--- src/rtl/dsvm_div.sv ---
// Serial signed divider, one quotient bit per cycle, truncating toward zero.
module dsvm_div #(
    parameter int DIVIDEND_W = 20,
    parameter int DIVISOR_W  = 3
)(
    input  logic                         clk,
    input  logic                         rst_n,
    input  logic                         start,
    input  logic signed [DIVIDEND_W-1:0] dividend,
    input  logic        [DIVISOR_W-1:0]  divisor,
    output logic                         done,
    output logic signed [DIVIDEND_W-1:0] quotient
);

    localparam int STEP_W = $clog2(DIVIDEND_W + 1);

    logic                  busy_reg,    busy_next;
    logic [STEP_W-1:0]     step_reg,    step_next;
    logic                  neg_reg,     neg_next;
    logic [DIVIDEND_W-1:0] quo_reg,     quo_next;
    logic [DIVISOR_W-1:0]  rem_reg,     rem_next;
    logic [DIVISOR_W-1:0]  dsr_reg,     dsr_next;

    logic [DIVISOR_W:0]    shifted;
    logic [DIVISOR_W:0]    diff;
    logic                  q_bit;

    // one restoring step
    always_comb
    begin
        shifted = {rem_reg, quo_reg[DIVIDEND_W-1]};
        diff    = shifted - {1'b0, dsr_reg};
        q_bit   = (shifted >= {1'b0, dsr_reg});
    end

    always_comb
    begin
        busy_next = busy_reg;
        step_next = step_reg;
        neg_next  = neg_reg;
        quo_next  = quo_reg;
        rem_next  = rem_reg;
        dsr_next  = dsr_reg;
        if (start)
        begin
            busy_next = 1'b1;
            step_next = STEP_W'(DIVIDEND_W);
            neg_next  = dividend[DIVIDEND_W-1];
            quo_next  = dividend[DIVIDEND_W-1] ? DIVIDEND_W'(-dividend) : DIVIDEND_W'(dividend);
            rem_next  = '0;
            dsr_next  = divisor;
        end
        else if (busy_reg && step_reg != '0)
        begin
            step_next = step_reg - STEP_W'(1);
            quo_next  = {quo_reg[DIVIDEND_W-2:0], q_bit};
            rem_next  = q_bit ? diff[DIVISOR_W-1:0] : shifted[DIVISOR_W-1:0];
        end
        else if (busy_reg)
        begin
            busy_next = 1'b0;
        end
    end

    always_ff @(posedge clk or negedge rst_n)
    begin
        if (!rst_n)
        begin
            busy_reg <= 1'b0;
            step_reg <= '0;
        end
        else
        begin
            busy_reg <= busy_next;
            step_reg <= step_next;
        end
    end

    // datapath registers
    always_ff @(posedge clk)
    begin
        neg_reg <= neg_next;
        quo_reg <= quo_next;
        rem_reg <= rem_next;
        dsr_reg <= dsr_next;
    end

    assign done     = busy_reg && (step_reg == '0);
    assign quotient = neg_reg ? -$signed(quo_reg) : $signed(quo_reg);

endmodule

--- config.mk ---
export PLATFORM = sky130hd
export DESIGN_NAME = dsvm_div
export DESIGN_NICKNAME = d
export VERILOG_FILES = /design/src/rtl/dsvm_div.sv
export SDC_FILE = /design/constraint.sdc
export NUM_CORES = 1
export LEC_CHECK = 0
export BUFFER_PORTS_ARGS = -buffer_cell sky130_fd_sc_hd__buf_2
export CAP_MARGIN = 20
export CORE_ASPECT_RATIO = 0.75
export CORE_UTILIZATION = 50
export DETAILED_ROUTE_END_ITERATION = 8
export GPL_ROUTABILITY_DRIVEN = 0
export HOLD_SLACK_MARGIN = 0.08
export MAX_ROUTING_LAYER = met4
export PLACE_DENSITY = 0.76
export SETUP_SLACK_MARGIN = 0.02
export SLEW_MARGIN = 40
export SYNTH_ARGS = -nofsm -noshare
export SYNTH_HDL_FRONTEND = slang
export SYNTH_SLANG_ARGS = --single-unit
export TNS_END_PERCENT = 30
--- constraint.sdc ---
create_clock -name clk -period 1.78 [get_ports clk]
set_input_delay 0.356 -clock clk [delete_from_list [all_inputs] [get_ports clk]]
set_output_delay 0.356 -clock clk [all_outputs]
set_load 0.01 [all_outputs]
Yosys cells after proc, flatten, opt, wreduce, memory -nomap -nowiden

Index checks and enable logic that the tools add are counted.

Bits in read-only memories: 0
Output and inout bits: 21
Memories: 0
Bits in latches: 0
Logic and storage cells: 26
Input bits: 26
Bits in registers: 33
Bits in writable memories: 0

Add/sub/neg operators: 4
Multiplexer cells: 9
Order comparisons: 1
Bitwise logic cells: 0
Equal/unequal tests: 1
$mul: 0
Reduce and logical (&&, ||, !) cells: 5
Divide/modulo/power cells: 0
Shift operators: 0

Operators by type and width:

| kind                | count |
|---|---|
| $mux 20             | 4 |
| $neg 20->20         | 2 |
| $mux 5              | 2 |
| $logic_not 5->1     | 1 |
| $reduce_bool 5->1   | 1 |
| $sub 5x1->5 const B | 1 |
| $ge 4x3->1          | 1 |
| $mux 3              | 1 |
| $sub 3x3->3         | 1 |
| $logic_and 1x1->1   | 2 |
| $mux 1              | 2 |
| $ne 2x2->1 const B  | 1 |
| $reduce_bool 2->1   | 1 |

Longest topological paths before layout

Word-level depth: 4
Mapped depth: 7
Mapped depth without buffers: 7

Worst setup path after synthesis

No wires, ideal clock.

Path kind: input to register
From: in dividend[0]
To: reg quo_reg[14], data pin
Path buffers: 1
Setup time: 0.270 ns
Data required time: 1.510 ns
Data arrival time: 1.764 ns
Path slack: -0.255 ns
Stages on the path: 7
Cell sequence: inv_1 > ha_1 > or3b_2 > buf_4 > o41ai_1 > xor2_1 > a21oi_1

Word-level cells in the longest chain between the ends: 3

RTL lines:

| what                   | RTL line | RTL |
|---|---|---|
| start: declaration     | 9        | `input logic signed [DIVIDEND_W-1:0] dividend,` |
| $neg 20->20            | 49       | `quo_next = dividend[DIVIDEND_W-1] ? DIVIDEND_W'(-dividend) : DIVIDEND_W'(dividend);` |
| $mux 20                | 49       |  |
| $mux 20                | 44       | `if (start)` |
| via quo_next[14]       | 20       | `logic [DIVIDEND_W-1:0] quo_reg, quo_next;` |
| end signal: assignment | 83       | `quo_reg <= quo_next;` |
| end: declaration       | 20       |  |

The timed path passes the listed nets, and every way through them passes these cells.
A chain may end at the register's enable or synchronous reset.

Worst setup path after layout

From: reg quo_reg[9]
To: out quotient[18]

Word-level cells in the longest chain between the ends: 2

RTL lines:

| what             | RTL line | RTL |
|---|---|---|
| $neg 20->20      | 89       | `assign quotient = neg_reg ? -$signed(quo_reg) : $signed(quo_reg);` |
| $mux 20          | 89       |  |
| end: declaration | 12       | `output logic signed [DIVIDEND_W-1:0] quotient` |

Every way passes these cells.

==> reports/qor.yml <==
status: "finished with violations"
violations: "negative setup slack"
cts_root_buf: "clkbuf_8"
area_delta_synth_final_pct: 47.3
grt_pass1_wl_um: 10200
die_h_um: 61.3
final_layout_size_suffix_gt1_share_pct: 47.2
worstSkewPairLatency_ns: 0.29
final_nets: 386
syn_area_sq_mm: 0.00234
vias: 2401
grt_use_met2_pct: 44.9
placedCellCount: 390
via_per_inst: 5.84
fillers: 273
synth_top_area_cell: "edfxtp_1"
crit_type: "reg -> out"
die_w_um: 81.1
overflow: 0
die_area_sq_mm: 0.00497
min_from: "divisor[2]"
drv_cap: 0
pwr-share-seq_pct: 37.8
netlist_instances: 251
io_buffers: 46
cp_max_fo: 4
cts.sinks: 33
antenna_left: 0
grt_max_degree: 50
worst_pin_slew_ns: 0.472
synthTopCellsByArea: "edfxtp_1, xnor2_1, dfrtp_1, xor2_1, nor2_1"
fin_crit_ns: 2.46
antenna_found_initial: 0
combPwrFrac_pct: 42.7
cpLargestDelayFamily: "simple AND/OR/NAND/NOR gates"
crit_path_end_kind: "primary output"
diodes: 0
syn_area_per_cell_sq_um: 9.34
rr_startpoint: "quo_reg[19]$_DFFE_PP_"
largest_register_ffs: 20
synth_edf_count: 24
syn_nets: 284
cts_tree: "done"
slew_headroom_pct: 68.5
drc: 0
skew_ns: 0.00765
row_count: 21
ys_seq_elements: 33
layout_commonest_cell: "buf_4"
vdd_drop_max_mv: 0.753
crit_slowest_cell: "edfxtp_1"
final_cell_mix: "buf_4, buf_2, nor2_1, edfxtp_1, xnor2_1"
pwr-share-clk_pct: 19.5
p_switching_uw: 1010
whs_endpoint: "dsr_reg[2]$_DFFE_PP_"
coreArea_sq_mm: 0.00449
grt_use_met1_pct: 38.5
crit_arrival_ns: 2.10
cts.clk_slew.worst_paths_ns: 0.07
path_cells: "nor4_4 -> nand4_1 -> o41ai_2 -> xnor2_1 -> buf_2"
wl_per_cell_um: 17.1
leakage_uw: 0.00147
met3_usage_pct: 5.33
max_freq_mhz: 407
busiest_layer: "met2"
crit_buf_inv: 1
drtPass1Iterations: 5
p_per_area_mw_per_mm2: 829
ys_warn_count: 0
synth_cell_types: 46
cts_max_path_buffers: 2
stdcell_count: 411
synth_top_cell_area_share_pct: 30.7
ios: 47
h-tree-depth: 2
rsz0062_at_grt: "true"
final.setup.worst_slack_ns: -0.677
totalWireLength_um: 7010
numCtsBuffers: 5
synthFlopType: "edfxtp_1"
drtIter0Drc: 197
start_util_pct: 52.2
hpwlAfterDp_um: 4670
seq_area_frac_synth_pct: 39.7
report.final.slew_viol_count: 0
ff2ff_setup_slack_ns: -0.13
slowest_delay_ns: 0.46
cp.required_ns: 1.42
final-setup-viol-count: 21
hold_viol: 0
period_share_pct: 138
grt.total_usage_pct: 29.0
worst_hold_path.num_cells: 1
async_flop_share_pct: 18.2
hp-class: "in -> reg"
switching_share_pct: 35.3
reg2reg_depth: 7
grt_pass1_vias: 2120
p_int_uw: 1850
pre_cts_slack_ns: -0.320
rr_endpoint: "rem_reg[1]$_SDFFE_PP0P_"
startpoint_type: "register"
## per-stage QoR
step	instance area [sq um]	utilization [%]	power, uW	setup TNS [ns]	hold slack [ns]
2_1_floorplan	2490	-	1700	-0.375	0.0604
3_3_place_gp	3120	69.4	2090	-4.70	0.184
3_5_place_dp	3120	69.4	2140	-5.56	0.191
4_1_cts	3330	74.0	2750	-6.91	0.240
5_1_grt	3450	76.9	3010	-10.52	0.230
6_report	3450	76.9	2860	-8.72	0.236
## synthesized netlist by cell type, types with 8 or more instances
master    number
nor2_1        25
edfxtp_1      24
xnor2_1       21
a21oi_1       18
nand2_1       17
inv_1         13
xor2_1        13
o21ai_0       12
clkbuf_1      11
o31ai_1        8
## worst reg2reg max path: cells and delay by family (launching register included)
| family | cells | cell delay (ns) |
|---|---|---|
| buffers and inverters | 1 | 0.05 |
| multiplexers | 1 | 0.37 |
| AO/OA/AOI/OAI | 3 | 0.55 |
| flip-flops | 1 | 0.38 |
| adder cells (fa/ha/maj) | 2 | 0.51 |
## power groups by stage
stage	clock network [uW]	registers, uW	logic (uW)
2_1_floorplan	0	1100	597
4_1_cts	548	1070	1120
3_3_place_gp	0	1080	1010
3_5_place_dp	0	1080	1050
5_1_grt	590	1090	1330
6_report	560	1080	1220
## routing by layer
layer | share of wire, % | wire (um)
met2 | 48 | 3380
met1 | 43 | 2980
met3 | 7.0 | 494
met4 | 2.2 | 157
met5 | 0 | 0
## how the worst max path moves through the flow
stage / startpoint / to / slack, ns / depth (start not counted)
final: quo_reg[9]$_DFFE_PP_ / quotient[18] / -0.68 / 5
after global routing: quo_reg[9]$_DFFE_PP_ / quotient[18] / -0.76 / 5
after CTS: quo_reg[0]$_DFFE_PP_ / quotient[16] / -0.56 / 8
after detailed placement: quo_reg[1]$_DFFE_PP_ / quotient[18] / -0.32 / 7
after global placement: quo_reg[1]$_DFFE_PP_ / quotient[18] / -0.30 / 7
after floorplan: dividend[7] / quo_reg[16]$_DFFE_PP_ / -0.07 / 5
## repair_timing
item / CTS / global route
resized for setup: 23 / 15
endpoints found under the setup margin: 22 / 28
setup buffers: 5 / 7
pin swaps: 9 / 18
endpoints found under the hold margin: 6 / 0
hold buffers: 1 / 0
## area by class of cell
class,instances,area (sq um),share of cell area (%)
Clock buffer,6,72.6,2.10
Clock inverter,2,10.0,0.290
Inverter,14,72.6,2.10
Multi-Input combinational cell,188,1540,44.6
Sequential cell,33,931,26.9
Tap cell,57,71.3,2.06
Timing Repair Buffer,111,757,21.9
## logic make-up (layout without fill, tap and decap cells)
kind of cell / after synthesis / count (layout) / share of synthesized area [%]
fa+ha+maj: 7 / 7 / 4.06
xor+xnor: 34 / 34 / 12.7
compound gates: 58 / 58 / 16.9
flops: 33 / 33 / 39.7
simple gates: 83 / 83 / 18.6
mux: 6 / 6 / 2.67
buf+inv: 30 / 133 / 5.44
(Power assumes the default switching activity.)
